--- config.mk ---
export PLATFORM = sky130hd
export DESIGN_NAME = circular_deque
export DESIGN_NICKNAME = d
export VERILOG_FILES = /design/src/cdq_pkg.sv /design/src/cdq_ram.sv /design/src/circular_deque.sv
export SDC_FILE = /design/constraint.sdc
export NUM_CORES = 1
export LEC_CHECK = 0
export ABC_CLOCK_PERIOD_IN_PS = 11820
export BUFFER_PORTS_ARGS = -buffer_cell sky130_fd_sc_hd__buf_2
export CAP_MARGIN = 20
export CELL_PAD_IN_SITES_DETAIL_PLACEMENT = 0
export CELL_PAD_IN_SITES_GLOBAL_PLACEMENT = 1
export CORE_UTILIZATION = 50
export DETAILED_ROUTE_END_ITERATION = 7
export GPL_TIMING_DRIVEN = 0
export PLACE_DENSITY_LB_ADDON = 0.1
export RECOVER_POWER = 100
export SYNTH_ARGS = -nofsm -noshare
export SYNTH_HDL_FRONTEND = slang
export SYNTH_SLANG_ARGS = --single-unit
--- constraint.sdc ---
create_clock -name clk -period 11.82 [get_ports clk]
set_clock_uncertainty 0.05 [all_clocks]
set_input_delay 1.773 -clock clk [delete_from_list [all_inputs] [get_ports clk]]
set_output_delay 1.773 -clock clk [all_outputs]
set_load 0.02 [all_outputs]
--- src/cdq_pkg.sv ---
// Package for the circular deque: types, codes and size constants.
package cdq_pkg;

    localparam int CDQ_DEPTH   = 16;
    localparam int DATA_W      = 32;
    localparam int OP_W        = 3;
    localparam int STATUS_W    = 2;
    localparam int COUNT_OUT_W = 5;

    typedef enum logic [OP_W-1:0] {
        OP_PUSH_FRONT = 3'd0,
        OP_PUSH_BACK  = 3'd1,
        OP_POP_FRONT  = 3'd2,
        OP_POP_BACK   = 3'd3,
        OP_QUERY      = 3'd4
    } op_t;

    typedef enum logic [STATUS_W-1:0] {
        ST_DONE  = 2'd0,
        ST_FULL  = 2'd1,
        ST_EMPTY = 2'd2
    } status_t;

    typedef enum logic {
        S_IDLE  = 1'b0,
        S_FETCH = 1'b1
    } state_t;

    typedef struct packed {
        logic wr_en;
        logic rd_en;
    } ram_ctl_t;

endpackage

--- src/cdq_ram.sv ---
// Element store: one write port, one read port with registered read data.
module cdq_ram
    import cdq_pkg::*;
#(
    parameter int DEPTH = CDQ_DEPTH,
    localparam int AW = (DEPTH > 1) ? $clog2(DEPTH) : 1
)
(
    input  logic              clk,
    input  ram_ctl_t          ctl,
    input  logic [AW-1:0]     wr_addr,
    input  logic [DATA_W-1:0] wr_data,
    input  logic [AW-1:0]     rd_addr,
    output logic [DATA_W-1:0] rd_data
);

    logic [DATA_W-1:0] mem [DEPTH];

    always_ff @(posedge clk)
    begin
        if (ctl.wr_en)
        begin
            mem[wr_addr] <= wr_data;
        end
    end

    always_ff @(posedge clk)
    begin
        if (ctl.rd_en)
        begin
            rd_data <= mem[rd_addr];
        end
    end

endmodule

--- src/circular_deque.sv ---
// Top level of the circular deque: ring pointers, cached ends and result register.
//
//  channel | direction | handshake          | payload
//  --------+-----------+--------------------+----------------------------------------------
//  in      | input     | in_valid/in_stall  | operation, push_value
//  out     | output    | out_valid/out_stall| status, front_value, back_value,
//          |           |                    | element_count, empty, is_full
//
// Push, query, rejected ops and a pop of the last element finish in the accept
// cycle: the result word is in the output register at the next edge.
// A pop that leaves elements behind goes through the FETCH state: the new end element comes
// from one read of the element store (registered read data).
// With out_stall low, one word per cycle is sustained except for such pops.
// rst_n clears pointers, count, FSM and output valid; the store itself is not
// cleared, only written entries are ever read. A stalled result blocks input.
module circular_deque
    import cdq_pkg::*;
#(
    parameter int DEPTH = CDQ_DEPTH
)
(
    input  logic                       clk,
    input  logic                       rst_n,

    input  logic                       in_valid,
    output logic                       in_stall,
    input  logic [OP_W-1:0]            operation,
    input  logic signed [DATA_W-1:0]   push_value,

    output logic                       out_valid,
    input  logic                       out_stall,
    output logic [STATUS_W-1:0]        status,
    output logic signed [DATA_W-1:0]   front_value,
    output logic signed [DATA_W-1:0]   back_value,
    output logic [COUNT_OUT_W-1:0]     element_count,
    output logic                       empty,
    output logic                       is_full
);

    localparam int IDX_W = (DEPTH > 1) ? $clog2(DEPTH) : 1;
    localparam int CNT_W = $clog2(DEPTH + 1);
    localparam logic [IDX_W-1:0] LAST_IDX = IDX_W'(DEPTH - 1);
    localparam logic [CNT_W-1:0] FULL_CNT = CNT_W'(DEPTH);

    // control state
    state_t            state_reg, state_next;
    logic [IDX_W-1:0]  head_reg, head_next;
    logic [IDX_W-1:0]  tail_reg, tail_next;
    logic [CNT_W-1:0]  count_reg, count_next;
    logic              fetch_front_reg, fetch_front_next;
    logic              out_valid_reg, out_valid_next;

    // cached front/back elements (payload, no reset)
    logic [DATA_W-1:0] front_val_reg, front_val_next;
    logic [DATA_W-1:0] back_val_reg, back_val_next;

    // output word register
    logic [STATUS_W-1:0]    status_reg;
    logic [DATA_W-1:0]      front_out_reg, back_out_reg;
    logic [COUNT_OUT_W-1:0] count_out_reg;
    logic                   empty_out_reg, full_out_reg;

    // store interface
    ram_ctl_t          ram_ctl;
    logic [IDX_W-1:0]  wr_addr, rd_addr;
    logic [DATA_W-1:0] rd_data;

    logic    in_fire, out_fire;
    logic    go_fetch, load_out;
    status_t status_next;
    logic    cur_empty, cur_full, new_empty;
    logic [CNT_W+COUNT_OUT_W-1:0] count_ext;

    function automatic logic [IDX_W-1:0] ring_next(input logic [IDX_W-1:0] i);
        ring_next = (i == LAST_IDX) ? '0 : i + 1'b1;
    endfunction

    function automatic logic [IDX_W-1:0] ring_prev(input logic [IDX_W-1:0] i);
        ring_prev = (i == '0) ? LAST_IDX : i - 1'b1;
    endfunction

    cdq_ram #(
        .DEPTH (DEPTH)
    ) u_ram (
        .clk     (clk),
        .ctl     (ram_ctl),
        .wr_addr (wr_addr),
        .wr_data (push_value),
        .rd_addr (rd_addr),
        .rd_data (rd_data)
    );

    assign in_fire   = in_valid && !in_stall;
    assign out_fire  = out_valid_reg && !out_stall;
    assign cur_empty = (count_reg == '0);
    assign cur_full  = (count_reg == FULL_CNT);

    // operation decode and pointer / cache update
    always_comb
    begin
        head_next        = head_reg;
        tail_next        = tail_reg;
        count_next       = count_reg;
        front_val_next   = front_val_reg;
        back_val_next    = back_val_reg;
        fetch_front_next = fetch_front_reg;
        status_next      = ST_DONE;
        ram_ctl          = '0;
        wr_addr          = '0;
        rd_addr          = '0;
        go_fetch         = 1'b0;
        load_out         = 1'b0;

        if (state_reg == S_FETCH)
        begin
            // read data of the new end element has arrived
            load_out = 1'b1;
            if (fetch_front_reg)
            begin
                front_val_next = rd_data;
            end
            else
            begin
                back_val_next = rd_data;
            end
        end
        else if (in_fire)
        begin
            case (op_t'(operation))
                OP_PUSH_FRONT:
                begin
                    if (cur_full)
                    begin
                        status_next = ST_FULL;
                    end
                    else
                    begin
                        head_next      = cur_empty ? '0 : ring_prev(head_reg);
                        tail_next      = cur_empty ? '0 : tail_reg;
                        wr_addr        = head_next;
                        ram_ctl.wr_en  = 1'b1;
                        front_val_next = push_value;
                        back_val_next  = cur_empty ? push_value : back_val_reg;
                        count_next     = count_reg + 1'b1;
                    end
                end
                OP_PUSH_BACK:
                begin
                    if (cur_full)
                    begin
                        status_next = ST_FULL;
                    end
                    else
                    begin
                        head_next      = cur_empty ? '0 : head_reg;
                        tail_next      = cur_empty ? '0 : ring_next(tail_reg);
                        wr_addr        = tail_next;
                        ram_ctl.wr_en  = 1'b1;
                        back_val_next  = push_value;
                        front_val_next = cur_empty ? push_value : front_val_reg;
                        count_next     = count_reg + 1'b1;
                    end
                end
                OP_POP_FRONT:
                begin
                    if (cur_empty)
                    begin
                        status_next = ST_EMPTY;
                    end
                    else if (count_reg == CNT_W'(1))
                    begin
                        head_next  = '0;
                        tail_next  = '0;
                        count_next = '0;
                    end
                    else
                    begin
                        head_next        = ring_next(head_reg);
                        rd_addr          = head_next;
                        ram_ctl.rd_en    = 1'b1;
                        count_next       = count_reg - 1'b1;
                        fetch_front_next = 1'b1;
                        go_fetch         = 1'b1;
                    end
                end
                OP_POP_BACK:
                begin
                    if (cur_empty)
                    begin
                        status_next = ST_EMPTY;
                    end
                    else if (count_reg == CNT_W'(1))
                    begin
                        head_next  = '0;
                        tail_next  = '0;
                        count_next = '0;
                    end
                    else
                    begin
                        tail_next        = ring_prev(tail_reg);
                        rd_addr          = tail_next;
                        ram_ctl.rd_en    = 1'b1;
                        count_next       = count_reg - 1'b1;
                        fetch_front_next = 1'b0;
                        go_fetch         = 1'b1;
                    end
                end
                default:
                begin
                    // query and unused codes: no change
                    status_next = ST_DONE;
                end
            endcase
            load_out = !go_fetch;
        end
    end

    // next state
    always_comb
    begin
        state_next = state_reg;
        case (state_reg)
            S_IDLE:
            begin
                if (go_fetch)
                begin
                    state_next = S_FETCH;
                end
            end
            S_FETCH:
            begin
                state_next = S_IDLE;
            end
            default:
            begin
                state_next = S_IDLE;
            end
        endcase
    end

    // handshake outputs
    always_comb
    begin
        in_stall       = (state_reg != S_IDLE) || (out_valid_reg && out_stall);
        out_valid_next = out_valid_reg;
        if (load_out)
        begin
            out_valid_next = 1'b1;
        end
        else if (out_fire)
        begin
            out_valid_next = 1'b0;
        end
    end

    assign new_empty = (count_next == '0);
    assign count_ext = {{COUNT_OUT_W{1'b0}}, count_next};

    always_ff @(posedge clk or negedge rst_n)
    begin
        if (!rst_n)
        begin
            state_reg       <= S_IDLE;
            head_reg        <= '0;
            tail_reg        <= '0;
            count_reg       <= '0;
            fetch_front_reg <= 1'b0;
            out_valid_reg   <= 1'b0;
        end
        else
        begin
            state_reg       <= state_next;
            head_reg        <= head_next;
            tail_reg        <= tail_next;
            count_reg       <= count_next;
            fetch_front_reg <= fetch_front_next;
            out_valid_reg   <= out_valid_next;
        end
    end

    always_ff @(posedge clk)
    begin
        front_val_reg <= front_val_next;
        back_val_reg  <= back_val_next;
        if (load_out)
        begin
            status_reg    <= status_next;
            front_out_reg <= new_empty ? '1 : front_val_next;
            back_out_reg  <= new_empty ? '1 : back_val_next;
            count_out_reg <= count_ext[COUNT_OUT_W-1:0];
            empty_out_reg <= new_empty;
            full_out_reg  <= (count_next == FULL_CNT);
        end
    end

    assign out_valid     = out_valid_reg;
    assign status        = status_reg;
    assign front_value   = front_out_reg;
    assign back_value    = back_out_reg;
    assign element_count = count_out_reg;
    assign empty         = empty_out_reg;
    assign is_full       = full_out_reg;

    // checks
    a_count_bound: assert property (@(posedge clk) disable iff (!rst_n)
        count_reg <= FULL_CNT)
        else $error("element count above capacity");

    a_empty_ptrs: assert property (@(posedge clk) disable iff (!rst_n)
        (count_reg == '0) |-> (head_reg == '0 && tail_reg == '0))
        else $error("empty deque with pointers off entry 0");

    a_fetch_out_free: assert property (@(posedge clk) disable iff (!rst_n)
        (state_reg == S_FETCH) |-> !out_valid_reg)
        else $error("store read pending while output word still held");

    a_accept_result: assert property (@(posedge clk) disable iff (!rst_n)
        in_fire |=> (out_valid_reg || state_reg == S_FETCH))
        else $error("accepted word produced no result path");

endmodule
==> results.md, run 1 <==
- Flops & latches, synth: around 700
- Post-layout minimum cycle time: ~6.9 ns
- Average vias per placed instance: around 6.1
- Diodes inserted: 0
- Data arrival, critical path: about 7.2 ns
- Initial DRC count: between 1,500 and 2,000
- Clk_lat worst skew: approximately 0.61 ns
- Async set-or-reset flop fraction in the synthesized netlist: 0.0230
- Crit start category: primary input
- Sequential-to-total area share from yosys stat: 0.707
- Final setup vio count: 0
- First-pass GRT wire length: about 110 mm
- Total number of clock tree sinks: 697
- Ranking of synthesized cells by area: edfxtp_1, mux2i_1, dfxtp_1, a21oi_1, a32o_1
- Initial antenna violation count: 6
- DPL Wire Length: approximately 54 mm
- CTS tree: done
- Status: finished with violations
- DP Cell Count: around 2,800
- Row cnt: 87
- Met3 GRT Util: 0.0651
- Critical Path Sink Type: flop
- Post-route ant nets: 0
- Leak: 10.2 nW
- Die H: approximately 240 um
- Most Crowded Layer GR: met2
- I/O pin count: 114
- Routed WL per cell: approximately 26 um
- Post_cts resized: 0
- TNS Setup: 0 ns
- Final period util: 0.587
- Drt drc: 0
- Max Fanout on Critical Path: 10
- Share of cells above drive strength 1: 0.100
- Met1 Resource Use GR: 0.359
- Number of global-route vias before repair: around 17,000
- Worst setup path class: primary input to flop
- Cell class contributing the biggest share of worst-path delay: compound AO/OA/AOI/OAI gates
- GP Congestion: 0.855
- Peak VDD IR: 0.130 mV
- CP max stage cell: nor4_1
- Cell taking the most area after synthesis: edfxtp_1
- Synthesized cell area: roughly 29,000 um^2
- Largest net degree at the start of global routing: 59
- Max FFs per register: slightly above 500
- GRT overflow: 0
- Layout overhead on the synthesized area: 12.6%
- Core Region: around 56,000 um^2
- Die width: between 200 and 250 um
- Via count: 17,500
- Initial Utilization: 0.506
- Largest Register: u_ram.mem
- Post-synthesis cell count: ~1,900
- Util after Layout: 0.570
- Critical-path cell list: buf_2 > a21oi_1 > inv_1 > nor4_1 > o211ai_1 > clkbuf_1 > clkbuf_1 > a22oi_1 > o21ai_0 > a32o_1
- Slew Limit Headroom: -0.916
- Total power divided by cell area: 234 nW/um^2
- Design Power: between 0.007 and 0.008 W
- CP max stage delay: 1.86 ns
- Synth Net Count: around 1,900
- Met2 Track Usage GR: 0.424
- RSZ-0062 raised after global routing: no
- Crit-path most repeated cell: clkbuf_1
- Finished Layout Cells: roughly 2,900
- Root Driver: clkbuf_16
- Top cell type's share of synthesized area: 0.648
- Worst path buffer plus inverter count: 4
- Most frequent cells in the layout: edfxtp_1, clkbuf_1, mux2i_1
- Yosys cell types: 70
- Final max-slew violation count: 336
- Max Cap Viol: 16
- Drt total wl: about 76 mm
- Max Fclk: approximately 140 MHz
- Most common library cell in the layout ignoring fill and taps: edfxtp_1
- Most common flop cell mapped by yosys: edfxtp_1
- Layout filler cell count: 4,590
- Synthesized area per cell: 15.3 um^2
- EDFF count, synth: between 600 and 700
- Syn. warnings: 0
- Clock Path Buffers: 3
- HP Class: flop to flop
- Final Hold Fails: 0
- Drt pass-1 iters: 5
- I/O Buffers: around 110
- Overall Global Routing Usage: 0.265
- CTS H-tree depth: 3
- Total CTS buffers: 73
- Failing checks: capacitance limit, slew limit
- Worst slew pin tran: 2.87 ns
- Cts hold-fix bufs: 0
- DIE AREA: about 58,000 um^2
- Clock transition at path regs: approximately 0.060 ns
- Nets: 2,128
- Post-CTS setup buffer count: 0
- Worst EP required: around 12 ns
stage by stage:
stage                     area, um^2  hold slack, ns  setup slack (ns)
after detailed placement       30700           0.467              6.03
after CTS                      33000           0.482              6.65
final                          32200           0.460              4.88
after global routing           32200           0.491              4.74
after floorplan                28600           0.476              6.03
after global placement         30100           0.465              2.84
where the power goes:
part           switching (W)  leakage (nW)  internal, W  total (W)
Sequential          0.000121          6.30      0.00305    0.00317
Combinational        0.00142          2.81     0.000739    0.00216
Clock               0.000934          1.11      0.00126    0.00219
Total                0.00248          10.2      0.00505    0.00753
layout make-up:
type | count | area [um^2] | share of cell area
sequential | 697 | 20200 | 0.628
multi-input combinational | 1023 | 7660 | 0.238
clock buffer | 95 | 1950 | 0.0606
tap | 756 | 946 | 0.0294
buffer | 138 | 541 | 0.0168
timing repair buffer | 134 | 517 | 0.0161
clock inverter | 35 | 320 | 0.00995
inverter | 14 | 52.6 | 0.00163
Yosys cell counts (30+ instances only):
cell type and n:
edfxtp_1 617, mux2i_1 230, a21oi_1 140, clkbuf_1 97, o21ai_0 67, dfxtp_1 64, nand2b_2 59, a32o_1 58
nand2_1 53, nand3_1 50, nor2_1 40, a221oi_1 37, a221o_1 33, nand4_1 33, and2_1 30
final timing paths:
| check | slack [ns] | to | from | cells after the start |
|---|---|---|---|---|
| worst max-delay path | 4.88 | u_ram.rd_data[13]$_DFFE_PP_ | out_stall | 10 |
| worst min-delay path | 0.46 | out_valid$_DFFE_PN0P_ | out_valid$_DFFE_PN0P_ | 1 |
| worst max register to register | 5.65 | u_ram.rd_data[13]$_DFFE_PP_ | state_reg$_DFF_PN0_ | 9 |
| worst min register to register | 0.46 | out_valid$_DFFE_PN0P_ | out_valid$_DFFE_PN0P_ | 1 |
| max in group asynchronous | 9.78 | tail_reg[1]$_DFFE_PN0P_ | rst_n | 1 |
| min in group asynchronous | 1.29 | out_valid$_DFFE_PN0P_ | rst_n | 1 |
routing by layer:
| layer | wire length, um | up-vias |
|---|---|---|
| li1 | - | 7881 |
| met1 | 31600 | 8809 |
| met2 | 35600 | 700 |
| met3 | 6570 | 144 |
| met4 | 1850 | 0 |
| met5 | 0 | - |
cells by family (layout without fill, tap and decap cells):
group	after synthesis	after routing	synth area share
compound gates	468	468	0.117
xor+xnor	6	6	0.00184
fa+ha+maj	8	8	0.00350
buf+inv	152	416	0.0247
flops	697	697	0.707
mux	230	230	0.0805
simple gates	311	311	0.0663
(Power assumes the default switching activity.)
==> inputs of run 2 (changes only) <==
--- a/config.mk
+++ b/config.mk
@@ -5,12 +5,12 @@
 export SDC_FILE = /design/constraint.sdc
 export NUM_CORES = 1
 export LEC_CHECK = 0
-export ABC_CLOCK_PERIOD_IN_PS = 11820
+export ABC_CLOCK_PERIOD_IN_PS = 5850
 export BUFFER_PORTS_ARGS = -buffer_cell sky130_fd_sc_hd__buf_2
 export CAP_MARGIN = 20
 export CELL_PAD_IN_SITES_DETAIL_PLACEMENT = 0
 export CELL_PAD_IN_SITES_GLOBAL_PLACEMENT = 1
-export CORE_UTILIZATION = 50
+export CORE_UTILIZATION = 47
 export DETAILED_ROUTE_END_ITERATION = 7
 export GPL_TIMING_DRIVEN = 0
 export PLACE_DENSITY_LB_ADDON = 0.1
==> constraint.sdc (replaced) <==
create_clock -name clk -period 5.85 [get_ports clk]
set_clock_uncertainty 0.05 [all_clocks]
set_input_delay 0.8775 -clock clk [delete_from_list [all_inputs] [get_ports clk]]
set_output_delay 0.8775 -clock clk [all_outputs]
set_load 0.02 [all_outputs]
==> run 2 against run 1 <==
  * Critical path depth shrank 1
  * Worst setup slack lost 4.1 ns
  * Combinational power grew 100%
  * Largest cell class unchanged
  * The run still ends with capacitance limit, slew limit left
==> results.md, run 2 (same netlist as run 1, synthesis figures left out) <==
- Drt pass-1 iters: 5 (unchanged)
- Total CTS buffers: 75 (was 73)
- Max Cap Viol: 5 (was 16)
- Drt drc: 0 (unchanged)
- Diodes inserted: 0 (unchanged)
- Cell class contributing the biggest share of worst-path delay: simple AND/OR/NAND/NOR gates (was compound AO/OA/AOI/OAI gates)
- Share of cells above drive strength 1: 0.114 (was 0.100)
- Row cnt: 90 (was 87)
- Most frequent cells in the layout: edfxtp_1, clkbuf_1, mux2i_1 (unchanged)
- Clock transition at path regs: 0.06 ns (about the same)
- Peak VDD IR: 0.246 mV (was 0.130 mV)
- Final max-slew violation count: 82 (was 336)
- CTS tree: done (unchanged)
- Initial Utilization: 0.475 (was 0.506)
- Worst EP required: 6.09 ns (was 12.10 ns)
- Routed WL per cell: 26.3 um (was 26.1 um)
- Nets: 2,132 (was 2,128)
- Max FFs per register: 512 (unchanged)
- Layout filler cell count: 4,947 (was 4,590)
- Layout overhead on the synthesized area: 14.0% (was 12.6%)
- Final setup vio count: 0 (unchanged)
- GP Congestion: 0.851 (was 0.855)
- Design Power: 0.0152 W (was 0.00753 W)
- Drt total wl: 77.1 mm (was 75.6 mm)
- CP max stage delay: 1.46 ns (was 1.86 ns)
- Data arrival, critical path: 5.29 ns (was 7.22 ns)
- Reg2reg setup slack: 0.81 ns (was 5.65 ns)
- Most common library cell in the layout ignoring fill and taps: edfxtp_1 (unchanged)
- Crit start category: flop (was primary input)
- Post_cts resized: 0 (unchanged)
- Total number of clock tree sinks: 697 (unchanged)
- Max Fanout on Critical Path: 10 (unchanged)
- Initial DRC count: 1,421 (was 1,693)
- I/O Buffers: 111 (unchanged)
- Post-layout minimum cycle time: slightly above 5 ns
- CP max stage cell: nor4b_1 (was nor4_1)
- Cts hold-fix bufs: 0 (unchanged)
- Routed wl met3: 5.62 mm (was 6.57 mm)
- Initial antenna violation count: 5 (was 6)
- Largest net degree at the start of global routing: 59 (unchanged)
- HP Class: primary input to async pin (was flop to flop)
- DPL Wire Length: 54.9 mm (was 53.9 mm)
- Status: finished with violations (unchanged)
- Total power divided by cell area: 467 nW/um^2 (was 234 nW/um^2)
- Multi-input logic area: 7700 um^2 (was 7660 um^2)
- Failing checks: capacitance limit, slew limit (unchanged)
- Final worst slack: 0.808 ns (was 4.88 ns)
- Root Driver: clkbuf_16 (unchanged)
- Clk_lat worst skew: 0.62 ns (was 0.61 ns)
- Worst r2r src: count_reg[1]$_DFF_PN0_ (was state_reg$_DFF_PN0_)
- Register area: 20,200 um^2 (unchanged)
- Slew Limit Headroom: -0.239 (was -0.916)
- Final Hold Fails: 0 (unchanged)
- Leak: 10.4 nW (was 10.2 nW)
- Worst path buffer plus inverter count: 3 (was 4)
- Met2 Wirelength: 36.8 mm (was 35.6 mm)
- CTS H-tree depth: 3 (unchanged)
- Max Fclk: 198 MHz
- Average vias per placed instance: 5.95 (was 6.06)
- Final period util: 0.862
- RSZ-0062 raised after global routing: no (unchanged)
- Worst slew pin tran: 1.83 ns (was 2.87 ns)
- Largest Register: u_ram.mem (unchanged)
- Uppermost layer routed: met4 (unchanged)
- Number of global-route vias before repair: 17,500 (about the same)
- Via count: 17,400 (was 17,500)
- GRT overflow: 0 (unchanged)
- Pre-CTS setup slack: 0.948 ns (was 6.03 ns)
- Overall Global Routing Usage: 0.249 (was 0.265)
- Clock Path Buffers: 3 (unchanged)
- Die H: 249 um (was 241 um)
- Worst setup path class: flop to flop (was primary input to flop)
- CP Launch Point: count_reg[1]$_DFF_PN0_ (was out_stall)
- Post-route ant nets: 0 (unchanged)
- Post-CTS setup buffer count: 0 (unchanged)
- Core Region: 60,200 um^2 (was 56,500 um^2)
- Die width: 249 um (was 241 um)
- I/O pin count: 114 (unchanged)
- Critical-path cell list: inv_1 > ha_1 > nor4b_1 > nor4_4 > o211ai_1 > buf_4 > clkbuf_1 > a221oi_1 > o32ai_1 (was buf_2 > a21oi_1 > inv_1 > nor4_1 > o211ai_1 > clkbuf_1 > clkbuf_1 > a22oi_1 > o21ai_0 > a32o_1)
- DIE AREA: 61,800 um^2 (was 58,200 um^2)
- M1 WL: 32.7 mm (was 31.6 mm)
- First-pass GRT wire length: 114 mm (was 112 mm)
- Critical Path Sink Type: flop (unchanged)
-- run 2: cell types whose count changed in the layout (fill, tap and decap cells not counted), moves of 3 or more --
cell	before	now
buf_16	0	10
buf_2	8	11
buf_6	2	7
clkbuf_1	262	242
clkbuf_2	0	4
clkinv_1	9	14
clkinv_8	1	4
nor2_1	40	30
nor2_2	0	6
nor2_4	0	4
-- run 2: worst paths after layout --
path                                         endpoint  depth (start not counted)
setup / recovery           u_ram.rd_data[4]$_DFFE_PP_                          9
hold / removal                tail_reg[2]$_DFFE_PN0P_                          1
setup reg to reg           u_ram.rd_data[4]$_DFFE_PP_                          9
hold reg to reg                 out_valid$_DFFE_PN0P_                          1
max in group asynchronous      count_reg[0]$_DFF_PN0_                          1
min in group clk                out_valid$_DFFE_PN0P_                          2
-- run 2: worst register-to-register path: cells and delay by family, from the launching register on --
kind                     cells  cell delay, ns
AND/OR/NAND/NOR              2            1.73
buffers and inverters        3            0.78
AO/OA/AOI/OAI                3            1.46
flip-flops                   1            0.44
adder cells (fa/ha/maj)      1            0.25
-- run 2: power by group --
group | internal (W) | switching, W
clock | 0.00251 | 0.00195
sequential | 0.00616 | 0.000243
combinational | 0.00147 | 0.00289
total | 0.0101 | 0.00509
-- run 2: cell type report --
cell class / instances / area share
Buffer: 138 / 0.0164
Multi-Input combinational cell: 1023 / 0.236
Timing Repair Buffer: 136 / 0.0259
Inverter: 14 / 0.00161
Sequential cell: 697 / 0.620
Clock inverter: 37 / 0.00940
Clock buffer: 99 / 0.0609
Tap cell: 782 / 0.0300
-- run 2: metal layers --
layer / global-route usage / vias up
li1: - / 7897
met1: 0.336 / 8791
met2: 0.403 / 595
met3: 0.0599 / 125
met4: 0.0719 / 0
met5: 0 / -
-- run 2: metrics by stage --
stage | TNS [ns] | util | hold WS [ns] | cells | area [um^2]
6_report | 0 | 0.541 | 0.388 | 2926 | 32600
5_1_grt | 0 | 0.541 | 0.420 | 2926 | 32600
4_1_cts | 0 | 0.549 | 0.133 | 2926 | 33100
3_5_place_dp | 0 | 0.511 | 0.473 | 2790 | 30800
3_3_place_gp | -208.15 | 0.500 | 0.461 | 2765 | 30100
2_1_floorplan | 0 | - | 0.476 | 1872 | 28600
==> inputs of run 3 (changes only) <==
--- a/config.mk
+++ b/config.mk
@@ -5,7 +5,7 @@
 export SDC_FILE = /design/constraint.sdc
 export NUM_CORES = 1
 export LEC_CHECK = 0
-export ABC_CLOCK_PERIOD_IN_PS = 5850
+export ABC_CLOCK_PERIOD_IN_PS = 4450
 export BUFFER_PORTS_ARGS = -buffer_cell sky130_fd_sc_hd__buf_2
 export CAP_MARGIN = 20
 export CELL_PAD_IN_SITES_DETAIL_PLACEMENT = 0
@@ -14,7 +14,7 @@
 export DETAILED_ROUTE_END_ITERATION = 7
 export GPL_TIMING_DRIVEN = 0
 export PLACE_DENSITY_LB_ADDON = 0.1
-export RECOVER_POWER = 100
+export RECOVER_POWER = 50
 export SYNTH_ARGS = -nofsm -noshare
 export SYNTH_HDL_FRONTEND = slang
 export SYNTH_SLANG_ARGS = --single-unit
==> constraint.sdc (replaced) <==
create_clock -name clk -period 4.45 [get_ports clk]
set_clock_uncertainty 0.05 [all_clocks]
set_input_delay 0.6675 -clock clk [delete_from_list [all_inputs] [get_ports clk]]
set_output_delay 0.6675 -clock clk [all_outputs]
set_load 0.02 [all_outputs]
==> run 3 against run 2 <==
  * The run now ends clean
  * Critical path depth up 2
  * Total power is 36% higher
  * Combinational power grew 40%
  * Clock power is 38% higher
  * Register-to-register slack got worse by 0.79 ns
  * Critical endpoint is now u_ram.rd_data[9]$_DFFE_PP_
==> results.md, run 3 (same netlist as run 1, synthesis figures left out) <==
- Status: complete, no violations (was finished with violations)
- Drt total wl: 77.1 mm (about the same)
- Multi-input logic area: 7860 um^2 (was 7700 um^2)
- CP max stage cell: clkdlybuf4s15_1 (was nor4b_1)
- Register area: 20,200 um^2 (unchanged)
- Via count: 17,600 (was 17,400)
- CTS H-tree depth: 3 (unchanged)
- Diodes inserted: 0 (unchanged)
- Worst EP required: 4.70 ns (was 6.09 ns)
- DPL Wire Length: 54.7 mm (was 54.9 mm)
- RSZ-0062 raised after global routing: yes (was no)
- First-pass GRT wire length: 114 mm (about the same)
- DIE AREA: 61,800 um^2 (unchanged)
- Final instance area: 33,300 um^2 (was 32,600 um^2)
- DP Cell Count: 2,788 (was 2,790)
- Worst r2r src: count_reg[1]$_DFF_PN0_ (unchanged)
- Reg2reg setup slack: 0.02 ns (was 0.81 ns)
- Layout filler cell count: 4,863 (was 4,947)
- Max Cap Viol: 0 (was 5)
- Crit start category: flop (unchanged)
- HP Class: primary input to flop (was primary input to async pin)
- Total power divided by cell area: 621 nW/um^2 (was 467 nW/um^2)
- Total number of clock tree sinks: 697 (unchanged)
- Data arrival, critical path: 4.68 ns (was 5.29 ns)
- Max FFs per register: 512 (unchanged)
- Peak VDD IR: 0.383 mV (was 0.246 mV)
- CTS tree: done (unchanged)
- R2R depth: 11 (was 9)
- Placed Instance Area: 30,800 um^2 (about the same)
- Die width: 249 um (unchanged)
- Total CTS buffers: 75 (unchanged)
- Initial DRC count: 1,676 (was 1,421)
- Hold path endpoint: out_valid$_DFFE_PN0P_
- Clock Path Buffers: 3 (unchanged)
- GP Congestion: 0.850 (was 0.851)
- Pre-CTS setup slack: -0.317 ns (was 0.948 ns)
- Drt drc: 0 (unchanged)
- Share of cells above drive strength 1: 0.137 (was 0.114)
- CP max stage delay: 0.64 ns (was 1.46 ns)
- I/O pin count: 114 (unchanged)
- Worst setup path class: flop to flop (unchanged)
- TNS Setup: 0 ns (unchanged)
- I/O Buffers: 111 (unchanged)
- Overall Global Routing Usage: 0.250 (was 0.249)
- Hold Path Cell Cnt: 2
- Max Fanout on Critical Path: 10 (unchanged)
- Worst slew pin tran: 1.29 ns (was 1.83 ns)
- Worst path buffer plus inverter count: 4 (was 3)
- Initial Utilization: 0.475 (unchanged)
- Clk_lat worst skew: 0.63 ns (was 0.62 ns)
- Clock transition at path regs: 0.06 ns (about the same)
- Final max-slew violation count: 0 (was 82)
- Final period util: 0.997 (was 0.862)
- Largest Register: u_ram.mem (unchanged)
- Finished Layout Cells: 2,937 (was 2,926)
- Final worst slack: 0.0153 ns (was 0.808 ns)
- Post-layout minimum cycle time: 4.43 ns (was 5.04 ns)
- Root Driver: clkbuf_16 (unchanged)
- Nets: 2,141 (was 2,132)
- Routed WL per cell: 26.3 um (about the same)
- Initial antenna violation count: 4 (was 5)
- Post-route ant nets: 0 (unchanged)
- Row cnt: 90 (unchanged)
- Die H: 249 um (unchanged)
- Slew Limit Headroom: 0.139 (was -0.239)
- Final Hold Fails: 0 (unchanged)
- Average vias per placed instance: 5.99 (was 5.95)
- Critical-path cell list: inv_1 > ha_1 > nor4b_2 > nor2_1 > buf_2 > and2_1 > clkdlybuf4s15_1 > clkbuf_2 > nand2_1 > o21ai_0 > o32ai_1 (was inv_1 > ha_1 > nor4b_1 > nor4_4 > o211ai_1 > buf_4 > clkbuf_1 > a221oi_1 > o32ai_1)
- Largest net degree at the start of global routing: 59 (unchanged)
- Cell class contributing the biggest share of worst-path delay: buffers and inverters (was simple AND/OR/NAND/NOR gates)
- Number of global-route vias before repair: 17,600 (was 17,500)
- FF-to-FF End: u_ram.rd_data[9]$_DFFE_PP_ (was u_ram.rd_data[4]$_DFFE_PP_)
- Max Fclk: 225 MHz (was 198 MHz)
- Layout overhead on the synthesized area: 16.3% (was 14.0%)
- GRT overflow: 0 (unchanged)
- Most frequent cells in the layout: edfxtp_1, mux2i_1, clkbuf_1 (was edfxtp_1, clkbuf_1, mux2i_1)
- Final setup vio count: 0 (unchanged)
- Leak: 10.7 nW (was 10.4 nW)
- Drt pass-1 iters: 5 (unchanged)
- Worst hold start: out_stall
- Most common library cell in the layout ignoring fill and taps: edfxtp_1 (unchanged)
- Critical Path Sink Type: flop (unchanged)
- Core Region: 60,200 um^2 (unchanged)
[run 3: changes by cell type in the layout (fill, tap and decap cells not counted), moves of 6 or more]
| cell | before | now |
|---|---|---|
| clkinv_1 | 14 | 7 |
| clkbuf_1 | 242 | 225 |
| nor2_1 | 30 | 23 |
| nor2_4 | 4 | 16 |
| buf_12 | 2 | 18 |
| buf_2 | 11 | 17 |
[run 3: repair_timing]
item | 4_1_cts | 5_1_grt
hold buffers | 1 | 0
resized for setup | 2 | 6
setup endpoints to repair | 4 | 139
hold endpoints to repair | 16 | 0
pin swaps | 1 | 7
setup buffers | 0 | 9
[run 3: final cells by class]
| class | instances | share of cell area |
|---|---|---|
| buffer | 138 | 0.0199 |
| clock buffer | 104 | 0.0631 |
| clock inverter | 34 | 0.0100 |
| inverter | 14 | 0.00158 |
| multi-input combinational | 1023 | 0.236 |
| sequential | 697 | 0.607 |
| tap | 782 | 0.0294 |
| timing repair buffer | 145 | 0.0326 |
[run 3: per-stage QoR]
step	utilization	hold WS, ns	total power (W)
2_1_floorplan	-	0.322	0.0128
3_3_place_gp	0.500	0.465	0.0146
3_5_place_dp	0.511	0.477	0.0147
4_1_cts	0.552	0.202	0.0209
5_1_grt	0.552	0.214	0.0216
6_report	0.552	0.232	0.0207
[run 3: worst max path at each step]
stage	from	endpoint	slack, ns	depth (start not counted)
floorplan	operation[2]	u_ram.mem[7][0]$_DFFE_PP_	0.33	7
finish	count_reg[1]$_DFF_PN0_	u_ram.rd_data[9]$_DFFE_PP_	0.02	11
global placement	operation[0]	u_ram.mem[1][16]$_DFFE_PP_	-1.82	8
CTS	tail_reg[0]$_DFFE_PN0P_	u_ram.mem[1][16]$_DFFE_PP_	0.02	10
detailed placement	out_stall	u_ram.rd_data[4]$_DFFE_PP_	-0.32	10
global route	count_reg[0]$_DFF_PN0_	u_ram.rd_data[19]$_DFFE_PP_	-0.01	10
[run 3: power breakdown]
part	switching [W]	leakage, nW	internal (W)
registers	0.000324	6.30	0.00809
clock network	0.00255	1.19	0.00361
logic	0.00388	3.18	0.00223
total	0.00675	10.7	0.0139
[run 3: layer usage]
| layer | vias to the layer above | wire, um | track usage |
|---|---|---|---|
| li1 | 7941 | - | - |
| met2 | 645 | 36800 | 0.409 |
| met5 | - | 0 | 0 |
| met1 | 8869 | 33700 | 0.347 |
| met3 | 125 | 4940 | 0.0435 |
| met4 | 0 | 1680 | 0.0650 |
